$ cat src/rtl/stl_pkg.sv
// shared types, codes and character helpers for the source text lexer
`default_nettype none
package stl_pkg;
    localparam int PosBits = 16;
    localparam int MaxRes = 6;

    typedef enum logic [4:0] {
        M_IDLE, M_SLASH, M_LINEC, M_BLOCK, M_BSTAR, M_STR, M_STRESC,
        M_CHOPEN, M_CHESC, M_CHCLOSE, M_NZERO, M_NINT, M_HEX, M_FRAC,
        M_EXPS, M_EXP, M_SUFD, M_IDENT
    } t_mode;

    localparam logic [3:0] T_EOF = 4'd0, T_STR = 4'd1, T_INT = 4'd2, T_HEX = 4'd3,
        T_CHAR = 4'd4, T_FLOAT = 4'd5, T_DOUBLE = 4'd6, T_SYM = 4'd7, T_IDENT = 4'd8;
    localparam logic [1:0] K_VAL = 2'd0, K_DONE = 2'd1, K_ERR = 2'd2;
    localparam logic [2:0] E_BLOCK = 3'd0, E_STRNL = 3'd1, E_ESC = 3'd2,
        E_STREND = 3'd3, E_CHAR = 3'd4;

    typedef struct packed {
        logic [1:0]         kind;
        logic [3:0]         ttype;
        logic [7:0]         val;
        logic [2:0]         err;
        logic [PosBits-1:0] line;
        logic [PosBits-1:0] col;
        logic               any_err;
    } t_res;

    typedef struct packed {
        logic [2:0]  cnt;
        t_res [MaxRes-1:0] res;
    } t_batch;

    function automatic logic is_digit(input logic [7:0] c);
        return c >= "0" && c <= "9";
    endfunction
    function automatic logic is_alpha(input logic [7:0] c);
        return (c >= "a" && c <= "z") || (c >= "A" && c <= "Z");
    endfunction
    function automatic logic is_xdigit(input logic [7:0] c);
        return is_digit(c) || (c >= "a" && c <= "f") || (c >= "A" && c <= "F");
    endfunction
    function automatic logic is_blank(input logic [7:0] c);
        return c == 8'h20 || c == 8'h09 || c == 8'h0b || c == 8'h0c || c == 8'h0d;
    endfunction
endpackage
`default_nettype wire

$ cat src/rtl/stl_outq.sv
// result batch register that drains one result per cycle while i_ready is high
`default_nettype none
module stl_outq import stl_pkg::*; (
    input  wire logic   i_clk,
    input  wire logic   i_rst_n,
    input  wire logic   i_load,
    input  wire t_batch i_batch,
    output logic        o_free,
    output logic        o_valid,
    input  wire logic   i_ready,
    output t_res        o_res,
    output logic        o_last
);
    t_batch     r_b;
    logic [2:0] r_idx;
    logic       r_full;
    logic       pop;

    assign o_valid = r_full;
    assign o_res   = r_b.res[r_idx];
    assign o_last  = (r_idx + 1'b1 == r_b.cnt);
    assign pop     = r_full && i_ready;
    assign o_free  = !r_full || (pop && o_last);

    // load on a new batch, step the index per beat
    always_ff @(posedge i_clk) begin
        if (!i_rst_n) begin
            r_full <= 1'b0; r_idx <= '0;
        end else if (i_load && o_free) begin
            r_full <= i_batch.cnt != '0; r_idx <= '0;
        end else if (pop) begin
            if (o_last) r_full <= 1'b0;
            r_idx <= r_idx + 1'b1;
        end
    end

    always_ff @(posedge i_clk) begin
        if (i_load && o_free) r_b <= i_batch;
    end

    assert property (@(posedge i_clk) disable iff (!i_rst_n) r_full |-> r_idx < r_b.cnt)
        else $error("index past batch");
    assert property (@(posedge i_clk) disable iff (!i_rst_n)
        r_full |-> r_b.cnt <= 3'(MaxRes))
        else $error("batch overflow");
endmodule
`default_nettype wire
$ cat config.mk
export PLATFORM = sky130hd
export DESIGN_NAME = stl_outq
export DESIGN_NICKNAME = d
export VERILOG_FILES = /design/src/rtl/stl_pkg.sv /design/src/rtl/stl_outq.sv
export SDC_FILE = /design/constraint.sdc
export NUM_CORES = 1
export LEC_CHECK = 0
export BUFFER_PORTS_ARGS = -buffer_cell sky130_fd_sc_hd__buf_2
export CAP_MARGIN = 40
export CORE_MARGIN = 1.5
export CORE_UTILIZATION = 45
export CTS_CLUSTER_DIAMETER = 50
export DETAILED_ROUTE_END_ITERATION = 10
export GPL_ROUTABILITY_DRIVEN = 0
export PLACE_DENSITY = 0.71
export REMOVE_ABC_BUFFERS = 1
export SLEW_MARGIN = 20
export SYNTH_ARGS = -nofsm -noshare
export SYNTH_HDL_FRONTEND = slang
export SYNTH_SLANG_ARGS = --single-unit
$ cat constraint.sdc
create_clock -name i_clk -period 12.5 [get_ports i_clk]
set_input_delay 2.5 -clock i_clk [delete_from_list [all_inputs] [get_ports i_clk]]
set_output_delay 2.5 -clock i_clk [all_outputs]
set_load 0.01 [all_outputs]
# == Word-level counts from Yosys, hierarchy flattened ==
# Index checks and enable logic that the tools add are counted.
# totals
romBits,0
word_cells,64
latch_bits,0
regBits,307
in_bits,307
ram_bits,0
output_inout_bits,53
mem_count,0
# classes
eq_ne,1
n_mux,5
n_reduce_logical,10
bitwise_logic,1
shifts,0
add_sub_neg,1
multipliers,0
n_lt_le_gt_ge,1
div_mod_pow,0
# op_table
operator,count
binary-select mux 50 bit (select 3 bit),1
2-to-1 mux 50 bit,1
"less-than comparator 3 x 4 -> 1 bit, second input constant",1
nonzero test 2 bit,2
"adder 3 x 1 -> 3 bit, second input constant",1
equality test 3 bit,1
logical AND 1 bit,3
2-to-1 mux 1 bit,3
nonzero test 3 bit,1
AND reduction 2 bit,1
OR reduction 2 bit,1
logical NOT 1 bit,1
logical OR 1 bit,1
NOT 1 bit,1

# == Longest topological paths before layout ==
# depth
ltp_word,7
depth_mapped,6
ltp_nobuf,4

# == Least setup slack after synthesis ==
# OpenSTA, ideal clock, no wires.
# synth_timing
path_kind,input to register
start,input i_ready
end,"register r_b[0] (netlist bit), enable pin"
setup_time_ps,702
t_required_ps,11798
path_stages,3
path_slack_ps,1895
t_arrival_ps,9904
n_path_buf,0
cell_sequence,inv_1 o41ai_4 and2_1
# synth_via
elab_chain_cells,4
# synth_lines
element,line_no,source
from (decl),stl_outq.sv:10,"input wire logic i_ready,"
logical AND 1 bit,stl_outq.sv:22,assign pop = r_full && i_ready;
logical AND 1 bit,stl_outq.sv:23,assign o_free = !r_full || (pop && o_last);
logical OR 1 bit,stl_outq.sv:23,
via o_free,stl_outq.sv:8,"output logic o_free,"
logical AND 1 bit,stl_outq.sv:38,if (i_load && o_free) r_b <= i_batch;
to (signal assigned),stl_outq.sv:38,
to (decl),stl_outq.sv:14,t_batch r_b;
# The timed path passes the listed nets, and every way through them passes these cells.
# A chain may end at the register's enable or synchronous reset.

==> summary.md <==
| Metric | Value |
|---|---|
| Headroom to the max-slew limit | 47.7% |
| Fin crit share | 46.2% |
| Core area | 25,300 sq um |
| Hold-fix buffers, CTS | 0 |
| Worst VDD drop | 0.123 mV |
| Worst-path maximum fanout | 34 |
| Vias | 6,575 |
| HP Class | flip-flop to flip-flop |
| Htree depth | 2 |
| Vias in the first global route | 6,973 |
| Drt initial violations | 404 |
| Layout cells sized above 1 | 49.4% |
| Synth Register Bits | 307 |
| Initial antenna violation count | 9 |
| Part of the Yosys area used for sequential elements | 78.4% |
| Die Ht | 164 microns |
| # setup viols final | 0 |
| Initial Util | 46.2% |
| Total power | 2.29 mW |
| CTS sink cnt | 307 |
| Reg2reg end | r_b[42]$_DFFE_PP_ |
| Port Buffers | 359 |
| Worst Clk Skew | 0.0105 ns |
| Final Routed Wirelength | 25.2 mm |
| Largest net degree at the start of global routing | 65 |
| Min cycle time layout | 5.78 ns |
| Worst Tran Pin Value | 0.785 ns |
| Number of distinct library cells after synthesis | 27 |
| Ports | 360 |
| PwrDens | 153 nW/um^2 |
| Warnings, synthesis | 0 |
| Final net count | 1,246 |
| DRC | 0 |
| Vias per inst | 5.10 |
| Clock-pin slew of the registers on the worst-case setup and hold paths | 0.05 ns |
| Root buffer cell | clkbuf_16 |
| Overflow after GRT | 0 |
| Chip Width | 164 microns |
| Setup bufs post-CTS | 0 |
| Worst Path Arrival | 3.28 ns |
| Worst-case reg-to-reg path depth | 8 |
| CP startpoint | r_idx[1]$_SDFFE_PP0N_ |
| Post-Syn Area per Cell | 20.9 sq um |
| Status | completed |
| WP data required | 10.00 ns |
| PostCTS Resize Cnt | 0 |
| Setup CP Type | flip-flop to primary output |
| Leakage power | 5.70 nW |
| Final Hold Fails | 0 |
| Fmax | 0.173 GHz |
| TritonCTS Buffers | 35 |
| Max Cap Viol | 0 |
| Slew Limit Fails | 0 |
| CTS tree | built |
| Die Area | 27,000 sq um |
| First-pass GRT wire length | 36.4 mm |
| Synth Instances | 560 |
| Worst setup path end | o_res[34] |
| Flop-to-flop setup slack | 7.98 ns |
| Area delta synth->final | 27.5% |
| Syn Std Cell Area | 11,700 sq um |
| Clk_lat worst skew | 0.49 ns |
| Gr usage total | 18.3% |
| Worst R2R Start | r_idx[1]$_SDFFE_PP0N_ |
| Worst setup SP type | flip-flop |
| Crit. End Element | primary output |
| CTS max path bufs | 3 |
| DR WL/cell | 19.5 microns |
| Unrepaired setup endpoints after global routing | false |
| Routed Antenna Nets | 0 |
| WHS | 0.564 ns |
| Floorplan row count | 58 |
| Dpl hpwl | 17.3 mm |
| DR pass1 iterations | 4 |
worst min-delay path by stage:
stage	slack [ns]	end	from	depth (start not counted)
detailed placement	0.55	o_valid$_SDFFE_PN0P_	o_valid$_SDFFE_PN0P_	2
global placement	0.54	o_valid$_SDFFE_PN0P_	o_valid$_SDFFE_PN0P_	2
CTS	0.56	o_valid$_SDFFE_PN0P_	o_valid$_SDFFE_PN0P_	2
global route	0.59	o_valid$_SDFFE_PN0P_	o_valid$_SDFFE_PN0P_	2
floorplan	0.57	o_valid$_SDFFE_PN0P_	o_valid$_SDFFE_PN0P_	2
finish	0.56	o_valid$_SDFFE_PN0P_	o_valid$_SDFFE_PN0P_	2
sequential cells by signal, indices dropped and copies added (netlist names):
register,flops
r_b,303
r_idx,3
o_valid,1
cells by family after synthesis:
logic type / after synthesis / share of synthesized area (%)
buffers and inverters: 82 / 3.34
flip-flops: 307 / 78.4
AO/OA/AOI/OAI: 54 / 3.08
adder cells (fa/ha/maj): 1 / 0.107
multiplexers: 101 / 14.0
XOR/XNOR: 5 / 0.577
AND/OR/NAND/NOR: 10 / 0.492
cells in the final DEF (no fill, tap or decap), types with 6 or more instances in the layout:
master and n:
mux2i_1 51, o22ai_1 50, inv_1 52, mux4_2 50, diode_2 6, buf_2 359
clkinv_1 7, clkbuf_16 37, edfxtp_1 303, buf_4 7
report_power, final:
part	total, mW	switching [mW]	internal [mW]
sequential	1.23	0.0171	1.21
combinational	0.169	0.0830	0.0861
clock	0.893	0.363	0.530
through the flow:
step / cell area, sq um / std cells / setup slack (ns) / util (%) / setup TNS [ns]
global placement: 13800 / 1226 / 6.46 / 54.4 / 0
detailed placement: 13900 / 1231 / 6.72 / 54.9 / 0
global route: 14900 / 1289 / 6.53 / 58.9 / 0
CTS: 14900 / 1283 / 6.62 / 58.9 / 0
floorplan: 11500 / 530 / -0.291 / - / -88.23
finish: 14900 / 1289 / 6.72 / 58.9 / 0
layer usage:
| layer | share of wire [%] | global-route usage, % | vias up |
|---|---|---|---|
| met4 | 3.2 | 7.44 | 6 |
| met1 | 38 | 21.5 | 3190 |
| met2 | 50 | 31.4 | 298 |
| met3 | 8.5 | 5.51 | 68 |
| li1 | - | - | 3013 |
| met5 | 0.13 | 0 | - |
cells in the mapped netlist (all sizes together):
cell type | count | area (sq um)
edfxtp | 303 | 9100
inv | 52 | 195
mux2i | 51 | 510
mux4 | 50 | 1130
o22ai | 50 | 313
buf | 17 | 120
clkbuf | 8 | 31.3
dlygate4sd1 | 5 | 43.8
dfxtp | 4 | 80.1
nor3 | 4 | 20.0
xor2 | 3 | 26.3
nand2 | 2 | 7.51
a21boi | 1 | 7.51
and2 | 1 | 6.26
ha | 1 | 12.5
nand2b | 1 | 6.26
nand3 | 1 | 5.00
nor4 | 1 | 12.5
o21ai | 1 | 5.00
o31ai | 1 | 7.51
o41ai | 1 | 27.5
xnor2 | 1 | 16.3
xor3 | 1 | 25.0
cell type report:
type,instances,area [sq um]
repair buffers,371,1980
inverters,52,195
well taps,330,413
fillers,1913,10400
clock inverters,11,53.8
flip-flops and latches,307,9190
clock buffers,41,941
multi-input cells,171,2140
diodes,6,15.0
worst max-delay path, stage by stage, from the launching register on:
cell and delay [ns]:
dfxtp_2 0.71, buf_4 0.58, nand2b_2 0.53, buf_4 0.54, o22ai_1 0.19, buf_2 0.19
Note: power is estimated with default switching activity, not from simulation.
